--- config.mk ---
export PLATFORM = sky130hd
export DESIGN_NAME = mpc_front
export DESIGN_NICKNAME = d
export VERILOG_FILES = /design/src/sv/mpc_pkg.sv /design/src/sv/mpc_front.sv
export SDC_FILE = /design/constraint.sdc
export NUM_CORES = 1
export LEC_CHECK = 0
export BUFFER_PORTS_ARGS = -buffer_cell sky130_fd_sc_hd__buf_4
export CAP_MARGIN = 20
export CORE_MARGIN = 8
export CORE_UTILIZATION = 44
export CTS_BUF_LIST = sky130_fd_sc_hd__clkbuf_2
export CTS_CLUSTER_SIZE = 12
export DETAILED_ROUTE_END_ITERATION = 16
export PLACE_DENSITY = 0.7
export SETUP_SLACK_MARGIN = 0.15
export SLEW_MARGIN = 20
export SYNTH_ARGS = -nofsm -noshare
export SYNTH_HDL_FRONTEND = slang
export SYNTH_SLANG_ARGS = --single-unit
--- constraint.sdc ---
create_clock -name clk -period 14.3 [get_ports clk]
set_clock_uncertainty 0.1 [all_clocks]
set_input_delay 2.145 -clock clk [delete_from_list [all_inputs] [get_ports clk]]
set_output_delay 2.145 -clock clk [all_outputs]
set_load 0.05 [all_outputs]
--- src/sv/mpc_pkg.sv ---
// shared types, constants and helpers for the mate pair coverage classifier
`default_nettype none

package mpc_pkg;

	// store geometry
	localparam int MAX_LEN     = 65536;
	localparam int ADDR_W      = $clog2(MAX_LEN);
	localparam int LEN_W       = ADDR_W + 1;
	localparam int POINT_W     = 16;
	localparam int SUM_W       = ADDR_W + POINT_W;
	localparam int COUNT_LIMIT = 1000;
	localparam int CNT_W       = 10;
	localparam int QUEUE_DEPTH = 2;

	// configuration register indexes
	localparam int CFG_IDX_W = 3;
	localparam logic [CFG_IDX_W-1:0] CFG_MIN_INSERT = 3'd0;
	localparam logic [CFG_IDX_W-1:0] CFG_MAX_INSERT = 3'd1;
	localparam logic [CFG_IDX_W-1:0] CFG_MIN_MAPQ   = 3'd2;
	localparam logic [CFG_IDX_W-1:0] CFG_WINDOW_LEN = 3'd3;
	localparam logic [CFG_IDX_W-1:0] CFG_EDGE_SKIP  = 3'd4;
	localparam int CFG_DATA_W = 17;

	// request operation codes
	typedef enum logic [1:0] {
		OP_BEGIN  = 2'd0,
		OP_RECORD = 2'd1,
		OP_FINISH = 2'd2,
		OP_QUERY  = 2'd3
	} op_t;

	// request fields
	typedef struct packed {
		op_t                op;
		logic [16:0]        seq_length;
		logic [15:0]        read_pos;
		logic [15:0]        mate_pos;
		logic               mate_unmapped;
		logic               mate_same_target;
		logic               mate_target_known;
		logic               first_of_pair;
		logic signed [31:0] insert_size;
		logic [7:0]         map_quality;
		logic [15:0]        query_pos;
	} in_t;

	// result fields
	typedef struct packed {
		logic [9:0] bad_count;
		logic [9:0] window_discontiguous;
		logic [9:0] ok_count;
		logic       in_report_range;
		logic       sequence_skipped;
	} out_t;

	// configuration registers
	typedef struct packed {
		logic [15:0] min_insert;
		logic [15:0] max_insert;
		logic [7:0]  min_mapq;
		logic [16:0] window_len;
		logic [15:0] edge_skip;
	} cfg_t;

	// commands handed from front to back
	typedef enum logic [2:0] {
		CMD_CLEAR,
		CMD_POINT,
		CMD_BAD,
		CMD_OK,
		CMD_FINISH,
		CMD_QUERY
	} cmd_kind_t;

	typedef struct packed {
		cmd_kind_t         kind;
		logic [ADDR_W-1:0] lo;
		logic [ADDR_W-1:0] hi;
		logic [LEN_W-1:0]  len;
		logic              rd_ok;
		logic              inr;
		logic              skip;
	} cmd_t;

	// one word of the count store
	typedef struct packed {
		logic [POINT_W-1:0] point;
		logic [CNT_W-1:0]   ok;
		logic [CNT_W-1:0]   bad;
	} cword_t;

	// clip a window sum to the count limit
	function automatic logic [CNT_W-1:0] clip_count(input logic [SUM_W-1:0] v);
		if (v > SUM_W'(COUNT_LIMIT)) begin
			return CNT_W'(COUNT_LIMIT);
		end
		return v[CNT_W-1:0];
	endfunction

endpackage

`default_nettype wire

--- src/sv/mpc_front.sv ---
// front end: takes requests, tracks sequence state and classifies into commands
`default_nettype none

module mpc_front import mpc_pkg::*; (
	input  wire logic clk,
	input  wire logic arst_n,
	input  wire logic take,
	input  wire in_t  req,
	input  wire cfg_t cfg,
	output      cmd_t cmd,
	output      logic cmd_valid
);

	logic [LEN_W-1:0] len_q;
	logic             skip_q;

	logic [LEN_W-1:0]  len_c;
	logic [LEN_W-1:0]  twice;
	logic [LEN_W-1:0]  bound;
	logic              new_skip;
	logic [31:0]       mag;
	logic              bad;
	logic              pass;
	logic [ADDR_W-1:0] lo;
	logic [ADDR_W-1:0] hi;
	logic [LEN_W-1:0]  hi_ext;
	logic [LEN_W-1:0]  q_plus_edge;

	// length clip and short-sequence test
	always_comb begin
		len_c    = (req.seq_length > LEN_W'(MAX_LEN)) ? LEN_W'(MAX_LEN) : req.seq_length;
		twice    = {1'b0, cfg.edge_skip} << 1;
		bound    = (twice < cfg.window_len) ? twice : cfg.window_len;
		new_skip = (len_c <= bound);
	end

	// insert size and mapping quality checks
	always_comb begin
		mag  = req.insert_size[31] ? (~req.insert_size + 32'd1) : req.insert_size;
		bad  = (mag < {16'd0, cfg.min_insert}) || (mag > {16'd0, cfg.max_insert});
		pass = !skip_q && (req.map_quality >= cfg.min_mapq);
	end

	// span bounds clipped to the sequence
	always_comb begin
		lo          = (req.read_pos < req.mate_pos) ? req.read_pos : req.mate_pos;
		hi          = (req.read_pos < req.mate_pos) ? req.mate_pos : req.read_pos;
		hi_ext      = {1'b0, hi};
		if (hi_ext >= len_q) begin
			hi_ext = len_q - LEN_W'(1);
		end
		q_plus_edge = {1'b0, req.query_pos} + {1'b0, cfg.edge_skip};
	end

	// command build
	always_comb begin
		cmd       = '0;
		cmd.kind  = CMD_QUERY;
		cmd.len   = len_q;
		cmd.skip  = skip_q;
		cmd_valid = 1'b0;
		unique case (req.op)
			OP_BEGIN: begin
				cmd.kind  = CMD_CLEAR;
				cmd.len   = len_c;
				cmd_valid = 1'b1;
			end
			OP_RECORD: begin
				if (req.mate_unmapped || (!req.mate_same_target && req.mate_target_known)) begin
					cmd.kind  = CMD_POINT;
					cmd.lo    = req.read_pos;
					cmd.hi    = req.read_pos;
					cmd_valid = pass && ({1'b0, req.read_pos} < len_q);
				end else if (req.mate_same_target && req.first_of_pair) begin
					cmd.kind  = bad ? CMD_BAD : CMD_OK;
					cmd.lo    = lo;
					cmd.hi    = hi_ext[ADDR_W-1:0];
					cmd_valid = pass && (len_q != '0) && ({1'b0, lo} < len_q);
				end
			end
			OP_FINISH: begin
				cmd.kind  = CMD_FINISH;
				cmd_valid = !skip_q && (len_q != '0);
			end
			OP_QUERY: begin
				cmd.kind  = CMD_QUERY;
				cmd.lo    = req.query_pos;
				cmd.rd_ok = !skip_q && ({1'b0, req.query_pos} < len_q);
				cmd.inr   = !skip_q && (req.query_pos >= cfg.edge_skip) && (q_plus_edge < len_q);
				cmd_valid = 1'b1;
			end
			default: cmd_valid = 1'b0;
		endcase
	end

	// current sequence state
	always_ff @(posedge clk or negedge arst_n) begin
		if (!arst_n) begin
			len_q  <= '0;
			skip_q <= 1'b1;
		end else if (take && req.op == OP_BEGIN) begin
			len_q  <= len_c;
			skip_q <= new_skip;
		end
	end

endmodule

`default_nettype wire

==> results by group <==
Place
  – Post-DP Area: 0.0102 mm²
  – GPL Wtd Cong: 0.970
  – Dpl hpwl: 25400 µm
  – PortBufs: 242

Worst setup path
  – CP arrival: 7570 ps
  – Critical Path End Type: output port
  – Critical-path maximum fanout: 19
  – Setup crit start kind: input pin
  – CP required: 12060 ps
  – Worst reg2reg path depth: 2
  – Crit Path Category: input pin to output port

Global routing
  – Grt ovf: 0
  – First-pass GRT wire length: 46300 µm
  – GR Util All Layers: 0.241
  – Antenna violations before repair: 0
  – Largest net degree at the start of global routing: 40
  – Vias in the first global route: 8971

Logic synthesis
  – Most common cell in the synthesized netlist: ha_1
  – Synthesized area: 0.00815 mm²
  – EDFF count, synth: 0
  – Mapped Avg Cell Area: 7.50 µm²
  – Yosys cell types: 64
  – Post-synthesis sequential area ratio: 0.0554
  – Asr flop ratio synth: 1.00
  – Post-Syn Nets: 1476
  – YS warnings: 0
  – Primary FF master, synth: dfrtp_1
  – Top cells by count, synth: ha_1, inv_1, nand2_1
  – Yosys top cell area share: 0.310
  – Synth Register Bits: 18
  – Top post-synthesis cells by area: ha_1, mux2_2, inv_1, dfrtp_1, nand2_1
  – Yosys top cell by area: ha_1
  – Mapped Cells: 1086

Clock network
  – Root buffer cell: clkbuf_2
  – Inserted Clock Buffers: 3
  – Clock tree buffer depth: 2
  – Later-pin clock latency in the skew report: 300 ps
  – Post-CTS Setup Repair Bufs: 0
  – Htree depth: 1
  – Clock transition at path regs: 200 ps
  – Resize count post-CTS: 0
  – Hold buffer count at CTS: 0
  – TritonCTS clock tree: done
  – Num Clock Sinks: 18

Cells and area
  – Area Overhead vs Synth: 25.1%
  – Layout Nets: 1699
  – Finished Cell Area: 0.0102 mm²
  – Number of diodes: 0
  – Layout cell share with drive strength beyond 1: 0.238

Min path
  – HP Class: flip-flop to flip-flop
  – Worst hold path depth: 1

Pwr
  – Leak pwr: 5.31 nW
  – Peak supply drop: 0.0000328 V
  – Final Total Pwr: 0.591 mW
  – Pwr dens: 58.0 mW/mm²

STA
  – Worst slew pin tran: 1110 ps
  – Final setup violation count: 0
  – F_max: 102 MHz
  – Rel. slew slack: 0.258
  – Final period util: 0.687
  – Max-slew violations: 0
  – Final hold violation count: 0
  – Fin crit period: 9820 ps
  – Setup TNS: 0 ps
  – RSZ-0062 raised after global routing: false

Job
  – Max-cap violations: 0

Route
  – Post-DRT Antenna Nets: 0
  – Via Count: 8881
  – DR pass1 iterations: 6
  – Drt total wl: 29000 µm
  – Initial drt markers: 534
  – Wire per inst: 18.9 µm
  – Remaining DRCs: 0
  – Vias/cell: 5.78

Floorplanning
  – DIE AREA: 0.0231 mm²
  – Core ar.: 0.0181 mm²
  – Cell row count: 49
  – Die H: 152 µm
  – Die X: 152 µm
  – Number of I/O pins: 243
  – Initial Util: 0.451

Status
  – Outcome: finished clean
## power by group
part	leakage [nW]	internal, mW	switching, mW
logic	5.07	0.210	0.287
registers	0.230	0.0592	0.0110
clock network	0.0140	0.00608	0.0171
## flip-flops by register name, indices dropped and copies added (netlist names)
signal	count
len_q	17
skip_q	1
## metrics by stage
step	util	hold slack [ps]	setup WS, ps	instances
after detailed placement	0.563	395	4560	1533
final	0.564	433	4480	1537
after global placement	0.563	389	4760	1533
after floorplan	-	381	5110	1086
after CTS	0.564	435	4560	1537
after global routing	0.564	456	4210	1537
## layout by cell type, fill, tap and decap left out, types with 11 or more instances in the layout
| master | n |
|---|---|
| buf_4 | 245 |
| ha_1 | 202 |
| inv_1 | 126 |
| nand2_1 | 103 |
| o21ai_0 | 66 |
| a21oi_1 | 63 |
| nor2_1 | 50 |
| mux2_2 | 47 |
| a21o_1 | 43 |
| xnor2_1 | 41 |
| nand3_1 | 37 |
| nand4_1 | 28 |
| mux2i_1 | 26 |
| nor2b_1 | 21 |
| nor3_1 | 18 |
| dfrtp_1 | 17 |
| nand2b_1 | 16 |
| o211ai_1 | 13 |
| nor4_1 | 13 |
| a211oi_1 | 11 |
| and2_1 | 11 |
## layout make-up
cell class,count,area [µm²]
Tap cell,229,287
Multi-Input combinational cell,914,7130
Clock inverter,1,3.75
Clock buffer,3,15.0
Inverter,127,477
Fill cell,1736,7890
Sequential cell,18,452
Timing Repair Buffer,245,1840
## worst paths after layout
kind,startpoint,to,slack (ps)
worst min register to register,len_q[11]$_DFFE_PN0P_,len_q[11]$_DFFE_PN0P_,430
min in group asynchronous,arst_n,len_q[8]$_DFFE_PN0P_,1560
worst max-delay path,req[70],cmd[24],4480
worst min-delay path,len_q[11]$_DFFE_PN0P_,len_q[11]$_DFFE_PN0P_,430
worst max register to register,len_q[16]$_DFFE_PN0P_,len_q[16]$_DFFE_PN0P_,13130
max in group asynchronous,arst_n,skip_q$_DFFE_PN1P_,12270
## layer usage
| metal | vias up | part of all wire | global-route usage |
|---|---|---|---|
| met1 | 4113 | 0.46 | 0.313 |
| met2 | 335 | 0.46 | 0.417 |
| met3 | 48 | 0.060 | 0.0301 |
| met4 | 0 | 0.022 | 0.0514 |
| met5 | - | 0 | 0 |
| li1 | 4385 | - | - |
## worst max-delay path: stages
cell,delay (ps)
buf_4,90
inv_1,40
ha_1,290
o21a_1,140
o2111ai_1,140
o22ai_1,210
a21oi_1,100
a21oi_2,800
buf_4,370
mux2_2,380
ha_1,290
and4_1,220
nand3_1,80
o211a_1,210
o21ai_0,210
a41oi_2,580
or2_2,620
o211ai_1,370
buf_4,270
## cells by family after synthesis
kind of cell	count (synthesis)	synth area share
flip-flops	18	0.0554
buffers and inverters	154	0.0715
adder cells (fa/ha/maj)	203	0.313
multiplexers	73	0.0969
AO/OA/AOI/OAI	264	0.208
AND/OR/NAND/NOR	331	0.209
XOR/XNOR	43	0.0462
Power figures use the tool's default switching activity.
