## src/sv/mpc_pkg.sv

```systemverilog
// shared types, constants and helpers for the mate pair coverage classifier
`default_nettype none

package mpc_pkg;

	// store geometry
	localparam int MAX_LEN     = 65536;
	localparam int ADDR_W      = $clog2(MAX_LEN);
	localparam int LEN_W       = ADDR_W + 1;
	localparam int POINT_W     = 16;
	localparam int SUM_W       = ADDR_W + POINT_W;
	localparam int COUNT_LIMIT = 1000;
	localparam int CNT_W       = 10;
	localparam int QUEUE_DEPTH = 2;

	// configuration register indexes
	localparam int CFG_IDX_W = 3;
	localparam logic [CFG_IDX_W-1:0] CFG_MIN_INSERT = 3'd0;
	localparam logic [CFG_IDX_W-1:0] CFG_MAX_INSERT = 3'd1;
	localparam logic [CFG_IDX_W-1:0] CFG_MIN_MAPQ   = 3'd2;
	localparam logic [CFG_IDX_W-1:0] CFG_WINDOW_LEN = 3'd3;
	localparam logic [CFG_IDX_W-1:0] CFG_EDGE_SKIP  = 3'd4;
	localparam int CFG_DATA_W = 17;

	// request operation codes
	typedef enum logic [1:0] {
		OP_BEGIN  = 2'd0,
		OP_RECORD = 2'd1,
		OP_FINISH = 2'd2,
		OP_QUERY  = 2'd3
	} op_t;

	// request fields
	typedef struct packed {
		op_t                op;
		logic [16:0]        seq_length;
		logic [15:0]        read_pos;
		logic [15:0]        mate_pos;
		logic               mate_unmapped;
		logic               mate_same_target;
		logic               mate_target_known;
		logic               first_of_pair;
		logic signed [31:0] insert_size;
		logic [7:0]         map_quality;
		logic [15:0]        query_pos;
	} in_t;

	// result fields
	typedef struct packed {
		logic [9:0] bad_count;
		logic [9:0] window_discontiguous;
		logic [9:0] ok_count;
		logic       in_report_range;
		logic       sequence_skipped;
	} out_t;

	// configuration registers
	typedef struct packed {
		logic [15:0] min_insert;
		logic [15:0] max_insert;
		logic [7:0]  min_mapq;
		logic [16:0] window_len;
		logic [15:0] edge_skip;
	} cfg_t;

	// commands handed from front to back
	typedef enum logic [2:0] {
		CMD_CLEAR,
		CMD_POINT,
		CMD_BAD,
		CMD_OK,
		CMD_FINISH,
		CMD_QUERY
	} cmd_kind_t;

	typedef struct packed {
		cmd_kind_t         kind;
		logic [ADDR_W-1:0] lo;
		logic [ADDR_W-1:0] hi;
		logic [LEN_W-1:0]  len;
		logic              rd_ok;
		logic              inr;
		logic              skip;
	} cmd_t;

	// one word of the count store
	typedef struct packed {
		logic [POINT_W-1:0] point;
		logic [CNT_W-1:0]   ok;
		logic [CNT_W-1:0]   bad;
	} cword_t;

	// clip a window sum to the count limit
	function automatic logic [CNT_W-1:0] clip_count(input logic [SUM_W-1:0] v);
		if (v > SUM_W'(COUNT_LIMIT)) begin
			return CNT_W'(COUNT_LIMIT);
		end
		return v[CNT_W-1:0];
	endfunction

endpackage

`default_nettype wire

```

## src/sv/mpc_queue.sv

```systemverilog
// short command queue between front and back
`default_nettype none

module mpc_queue import mpc_pkg::*; (
	input  wire logic clk,
	input  wire logic arst_n,
	input  wire logic push,
	input  wire cmd_t push_data,
	input  wire logic pop,
	output      cmd_t pop_data,
	output      logic full,
	output      logic empty
);

	localparam int QAW = $clog2(QUEUE_DEPTH);

	cmd_t           slot_q [QUEUE_DEPTH];
	logic [QAW-1:0] wr_ptr_q;
	logic [QAW-1:0] rd_ptr_q;
	logic [QAW:0]   count_q;

	assign full     = (count_q == (QAW+1)'(QUEUE_DEPTH));
	assign empty    = (count_q == '0);
	assign pop_data = slot_q[rd_ptr_q];

	// storage
	always_ff @(posedge clk) begin
		if (push && !full) begin
			slot_q[wr_ptr_q] <= push_data;
		end
	end

	// pointers and fill level
	always_ff @(posedge clk or negedge arst_n) begin
		if (!arst_n) begin
			wr_ptr_q <= '0;
			rd_ptr_q <= '0;
			count_q  <= '0;
		end else begin
			if (push && !full) begin
				wr_ptr_q <= wr_ptr_q + QAW'(1);
			end
			if (pop && !empty) begin
				rd_ptr_q <= rd_ptr_q + QAW'(1);
			end
			count_q <= count_q + (QAW+1)'(push && !full) - (QAW+1)'(pop && !empty);
		end
	end

endmodule

`default_nettype wire

```

## config.mk

```make
export PLATFORM = sky130hd
export DESIGN_NAME = mpc_queue
export DESIGN_NICKNAME = d
export VERILOG_FILES = /design/src/sv/mpc_pkg.sv /design/src/sv/mpc_queue.sv
export SDC_FILE = /design/constraint.sdc
export NUM_CORES = 1
export LEC_CHECK = 0
export ABC_AREA = 1
export BUFFER_PORTS_ARGS = -buffer_cell sky130_fd_sc_hd__buf_2
export CAP_MARGIN = 0
export CORE_MARGIN = 5
export CORE_UTILIZATION = 35
export DETAILED_ROUTE_END_ITERATION = 12
export PLACE_DENSITY_LB_ADDON = 0.08
export SYNTH_ARGS = -nofsm -noshare
export SYNTH_HDL_FRONTEND = slang
export SYNTH_SLANG_ARGS = --single-unit
```

## constraint.sdc

```tcl
create_clock -name clk -period 3.4 [get_ports clk]
set_input_delay 0.17 -clock clk [delete_from_list [all_inputs] [get_ports clk]]
set_output_delay 0.17 -clock clk [all_outputs]
set_load 0.1 [all_outputs]
```

==> impl_results.md, run 1 <==
- Status: finished clean
- CP dominant cell by count: nand2_1
- Drt initial violations: 166
- WL final: 9190 um
- # rows: 40
- Area contributors post-synth: edfxtp_1 77%, nand2_1 16%, dfrtp_1 2.3%
- Hold Crit Class: in2reg
- Ys async rst share: between 3 and 4%
- All-Layer GR Usage: roughly an eighth
- Area leader, netlist: edfxtp_1
- Hold WS: 15.1 ps
- Avg Inst Size Synth: ~13 sq um
- Initial antenna violation count: 0
- Syn Inst Count: approximately 320
- CTS tree: yes
- Critical path required time: 3230 ps
- Synth top area share: between 70 and 80%
- Ys flop type: edfxtp_1
- Synth unique cells: 11
- Width of the chip: roughly 120 um
- Sink Count: 114
- Largest net degree at the start of global routing: 57
- Final Max Tran Viols: 0
- Dpl ws: roughly 1300 ps
- Antenna Nets Post-Route: 0
- Crit end category: output port
- Number of global-route vias before repair: roughly 2.9k
- Longest Clk Path Bufs: 2
- Arr. time, crit path: 2270 ps
- Synth top cells by count: 178 x nand2_1, 110 x edfxtp_1, 10 x inv_1
- Fin Setup TNS: 0 ps
- RD Place Congestion: roughly 0.7
- Critical path class: reg2out
- Worst R2R End: slot_q[1][26]
- Mapped cell area: around 0.0043 sq mm
- Critical path startpoint category: register
- Nets: 565
- N_diodes: 0
- Cell Count Post-Placement: between 500 and 600
- Register area share after synthesis: between 70% and 80%
- Post-route DRC: 0
- Period utilisation layout: 71.8%
- Highest Clock Rate: slightly above 400 MHz
- Worst-case reg-to-reg path depth: 4
- Final Hold Fails: 0
- Crit-path max cell delay: around 440 ps
- CTS H-tree lvls: 4
- Crit Path Max Fanout: 32
- Top sig layer: met4
- CTS root buf: clkbuf_16
- IO Port Bufs: 115
- Non-filler instance count after layout: about 660
- Clock transition at the registers of the reported paths: around 50 ps
- Max Clock Skew: about 11 ps
- Min-Delay Path Depth: 3
- Core Footprint: 0.0120 sq mm
- Area growth from synthesis to layout: 41.5%
- Metal1 wirelength: 4090 um
- Die Area: approximately 0.015 sq mm
- Wire length on met2: 4350 um
- Setup Buffers After CTS: 0
- Max_cap viols: 0
- CP max-delay cell: inv_2
- Synth Net Count: around 380
- Seq cells post-synth: between 100 and 150
- Cts bufs inserted: 17
- CP Cell Sequence: inv_2, buf_4, nand2_1, nand2_1, buf_2
- Post-route minimum period: 2440 ps
- Endpoints failing setup: 0
- R2R setup slack: 1500 ps
- RSZ-0062 raised after global routing: no
- Total gr overflow: 0
- CP startpoint: rd_ptr_q
- Met3 wire length: around 620 um
- Initial Util: between 30% and 40%
- Crit path to: pop_data[5]
- Normalized max-slew margin: between 40% and 50%
- Vias: between 2k and 3k
- First-pass GRT wire length: between 10000 and 15000 um
- Worst r2r src: count_q[1]
- Post-synth EDFFs: 110
- Count leader, synth: nand2_1
- # IOs: approximately 120
- Routed wire per std cell: around 14 um
- Vias/cell: about 4.2
- PnR worst setup slack: approximately 960 ps
- Worst-skew pair later-pin latency: slightly above 400 ps
- Layout cell share with drive strength beyond 1: 27.7%
- Worst Max-Slew Pin Slew: ~820 ps
- Post-DP HPWL: approximately 5400 um
- Die Ht: around 120 um
- DR pass1 iterations: 4
- Yosys warns: 0
[per-stage QoR]
step | instance area (sq um) | util [%]
2_1_floorplan | 4270 | -
3_3_place_gp | 4970 | 41.4
3_5_place_dp | 4970 | 41.4
4_1_cts | 6040 | 50.3
5_1_grt | 6040 | 50.3
6_report | 6040 | 50.3
[state kept, by name, indices dropped and copies added (netlist names)]
name,flops
count_q,2
rd_ptr_q,1
slot_q,110
wr_ptr_q,1
[critical path, delay by kind of cell, from the launching register on]
kind / cells / cell delay [ps]
AND/OR/NAND/NOR: 2 / 180
buffers and inverters: 3 / 1270
flip-flops: 1 / 400
[cells by family (layout without fill, tap and decap cells)]
logic type	count (synthesis)	count (layout)	synth area share, %
and+or+nand+nor	182	182	16.1
DFF	114	114	79.7
buffers and inverters	23	219	3.66
adders and majority gates	2	2	0.586
[cell type report]
type,instances,area [sq um]
Clock buffer,20,437
Clock inverter,12,72.6
Fill cell,1061,5970
Inverter,11,41.3
Multi-Input combinational cell,184,719
Sequential cell,114,3400
Tap cell,147,184
Timing Repair Buffer,176,1190
[cell usage in the layout (no fill, tap or decap)]
master         instances
buf_2                115
dfrtp_2                1
bufinv_16              1
clkinv_2               1
nand3_1                3
edfxtp_1             110
clkbuf_1               3
buf_12                 1
ha_1                   2
nor2_4                 1
dfrtp_1                3
clkinv_1              10
dlygate4sd3_1         56
nand2_1              178
clkbuf_16             17
inv_2                  2
buf_4                  4
inv_1                  9
[layer usage]
| layer | GRT usage (%) | vias to the layer above |
|---|---|---|
| met2 | 21.2 | 93 |
| met5 | 0 | - |
| met1 | 15.8 | 1263 |
| met4 | 6.37 | 0 |
| li1 | - | 1444 |
| met3 | 5.10 | 13 |
[how the worst min path moves through the flow]
stage	startpoint	to	slack, ps
after CTS	pop	rd_ptr_q	7
after global routing	pop	rd_ptr_q	30
after floorplan	arst_n	count_q[0]	-130
after detailed placement	arst_n	count_q[0]	-20
after global placement	arst_n	count_q[0]	-10
final	pop	rd_ptr_q	20
[repair_timing]
action | 4_1_cts | 5_1_grt
endpoints found under the hold margin | 114 | 0
gates resized for setup | 0 | 0
hold buffers | 56 | 0
Power of run 1 is left out: the tool's default activity adds up to more than one toggle a clock period on the data nets, which glitch-free logic cannot reach.
==> run 2: changes to the inputs <==
--- a/config.mk
+++ b/config.mk
@@ -5,7 +5,7 @@
 export SDC_FILE = /design/constraint.sdc
 export NUM_CORES = 1
 export LEC_CHECK = 0
-export ABC_AREA = 1
+export ABC_AREA = 0
 export BUFFER_PORTS_ARGS = -buffer_cell sky130_fd_sc_hd__buf_2
 export CAP_MARGIN = 0
 export CORE_MARGIN = 5
==> constraint.sdc (replaced) <==
create_clock -name clk -period 2.6 [get_ports clk]
set_input_delay 0.13 -clock clk [delete_from_list [all_inputs] [get_ports clk]]
set_output_delay 0.13 -clock clk [all_outputs]
set_load 0.1 [all_outputs]
==> run 2 against run 1 <==
Against the previous run:
- global-route usage fell by 1.3 points
- core utilization rose by 2.1 points
- first-iteration DRC count fell by 40%
- register-to-register slack worse by 520 ps
- area after synthesis up 1.4%
- non-clock buffer count up 1
- worst hold slack better by 50 ps
- sequential cell count unchanged
- die area up 1.3%
==> impl_results.md, run 2 <==
- Status: finished clean
- Total gr overflow: 0 (unchanged)
- Longest Clk Path Bufs: 2 (unchanged)
- Crit-path max cell delay: 730 ps (+290 ps)
- R2R setup slack: 980 ps (-520 ps)
- Routed wire per std cell: 15.1 um (+9.0%)
- IO Port Bufs: 115 (unchanged)
- Post-synth EDFFs: 110 (unchanged)
- Post-route minimum period: 2260 ps
- # IOs: 116 (unchanged)
- RSZ-0062 raised after global routing: no
- N_diodes: 0 (unchanged)
- CTS root buf: clkbuf_16
- Worst r2r src: count_q[1]
- Die Ht: 121 um (+0.64%)
- PnR worst setup slack: 343 ps (-615 ps)
- Fin Setup TNS: 0 ps (unchanged)
- Layout cell share with drive strength beyond 1: 54.1% (+26 points)
- Normalized max-slew margin: 66.3% (+21 points)
- Layout Utilization: 52.4% (+2.1 points)
- Met1 GRT Util: 13.6% (-2.2 points)
- Synth top area share: 76.3% (-1.1 points)
- Area leader, netlist: edfxtp_1
- Vias: 2357 (-16%)
- Fillers: 1022 (-3.7%)
- Critical path's top delay family: flip-flops
- Synth Net Count: 250 (-35%)
- Critical path required time: 2470 ps (-760 ps)
- Mapped cell area: 0.00433 sq mm (+1.4%)
- Area contributors post-synth: edfxtp_1 76%, mux2_4 14%, mux2_2 3.9%
- Final Max Tran Viols: 0 (unchanged)
- Met3 usage: 4.71% (-0.39 points)
- # rows: 40 (unchanged)
- All-Layer GR Usage: 12.0% (-1.3 points)
- Largest net degree at the start of global routing: 35 (-39%)
- Post-route DRC: 0 (unchanged)
- RD Place Congestion: 0.700 (-1.4%)
- Ys flop type: edfxtp_1
- Area growth from synthesis to layout: 46.0%
- Width of the chip: 121 um (+0.64%)
- Clock transition at the registers of the reported paths: 50 ps (about the same)
- Yosys warns: 0 (unchanged)
- Highest Clock Rate: between 400 and 500 MHz
- Worst-skew pair later-pin latency: 390 ps (-20 ps)
- Met2 Use GR: 20.6% (-0.60 points)
- Crit end category: output port
- Critical path class: reg2out
- Dpl ws: 720 ps (-601 ps)
- CTS H-tree lvls: 4 (unchanged)
- Buf/Inv on CP: 2 (-1)
- Max reg flops: 110 (unchanged)
- Biggest regs: slot_q (110), count_q (2)
- Initial Util: 35.9% (+0.35 points)
- Max Clock Skew: 8.67 ps (-1.91 ps)
- Post-DP HPWL: 5350 um (-0.21%)
- First-pass GRT wire length: 13000 um (-8.8%)
- DR pass1 iterations: 4 (unchanged)
- Die Area: 0.0147 sq mm (+1.3%)
- Worst-case reg-to-reg path depth: 4 (unchanged)
- Endpoints failing setup: 0 (unchanged)
- Avg Inst Size Synth: 22.9 sq um (+72%)
- Seq cells post-synth: 114 (unchanged)
- Most flops, register: slot_q
- Period utilisation layout: around 87%
- Vias/cell: 4.21 (-0.65%)
- Arr. time, crit path: 2130 ps (-140 ps)
- Count leader, synth: edfxtp_1
- Antenna Nets Post-Route: 0 (unchanged)
- Crit Path Max Fanout: 26 (-19%)
- Initial antenna violation count: 0 (unchanged)
- CTS tree: yes
- Hold Crit Class: in2async
- WL final: 8450 um (-8.1%)
- Drt initial violations: 99 (-40%)
- Final Hold Fails: 0 (unchanged)
- Most frequent cells in the layout: 115 x buf_2, 110 x edfxtp_1, 56 x dlygate4sd3_1
- Ys async rst share: 3.51% (unchanged)
- Register area share after synthesis: 78.6% (-1.1 points)
- Cts bufs inserted: 17 (unchanged)
- Worst R2R End: slot_q[0][43]
- Number of global-route vias before repair: 2591 (-9.3%)
- Most common cell after layout, fill and taps aside: buf_2
- Max_cap viols: 0 (unchanged)
- Worst Max-Slew Pin Slew: 509 ps (-307 ps)
- Synth top cells by count: 110 x edfxtp_1, 40 x mux2_4, 15 x mux2_2
- Synth unique cells: 15 (+4)
- Critical path startpoint category: register
- Core Footprint: 0.0121 sq mm (+0.42%)
- CP Cell Sequence: buf_4, mux2_2, buf_2
- GRT Max-Usage Layer: met2
- Hold WS: 65.2 ps (+50.1 ps)
- Syn Inst Count: 189 (-41%)
- CP max-delay cell: dfrtp_4
- Nets: 440 (-22%)
- Sink Count: 114 (unchanged)
[run 2: cell types whose count changed in the layout (fill, tap and decap cells not counted), moves of 7 or more]
| cell | change |
|---|---|
| mux2_2 | +15 |
| clkinv_1 | -10 |
| nand2_1 | -177 |
| inv_1 | -7 |
| mux2_4 | +40 |
[run 2: cell type report]
type                       instances  area [sq um]  area share (%)
clock buffer                      19           453            7.16
tap                              168           210            3.32
timing repair buffer             177          1190            18.9
clock inverter                    13           184            2.91
sequential                       114          3410            53.9
inverter                           2          7.51           0.119
multi-input combinational         67           871            13.8
[run 2: routing by layer]
metal  up-vias  share of wire [%]
met2        64                 52
met5         -                  0
met3         4                4.5
met4         0               0.57
li1       1125                  -
met1      1164                 43
[run 2: repair_timing]
item | in CTS | in global routing
resized for setup | 0 | 0
endpoints found under the hold margin | 114 | 0
hold buffers | 56 | 0
setup buffers | 0 | 0
endpoints found under the setup margin | 0 | 0
[run 2: cells by family after synthesis]
logic type,after synthesis,share of synthesized area [%]
flip-flops,114,78.6
multiplexers,55,17.8
buffers and inverters,8,1.59
AND/OR/NAND/NOR,6,0.693
XOR/XNOR,4,0.809
adder cells (fa/ha/maj),2,0.578
[run 2: worst max-delay path by stage]
stage                          start           end  slack, ps  cells after the start
final                       rd_ptr_q  pop_data[42]        340                      3
after global routing        rd_ptr_q  pop_data[42]        240                      3
after CTS                   rd_ptr_q  pop_data[42]        290                      3
after detailed placement    rd_ptr_q  pop_data[42]        720                      3
after global placement      rd_ptr_q  pop_data[42]        750                      3
after floorplan           count_q[1]  slot_q[0][0]        140                      3
[run 2: per-stage QoR]
stage,std cells,instance area [sq um]
after detailed placement,472,5130
after CTS,560,6330
after global routing,560,6330
after floorplan,189,4340
final,560,6330
after global placement,472,5130
Power of run 2 is left out for the same reason.
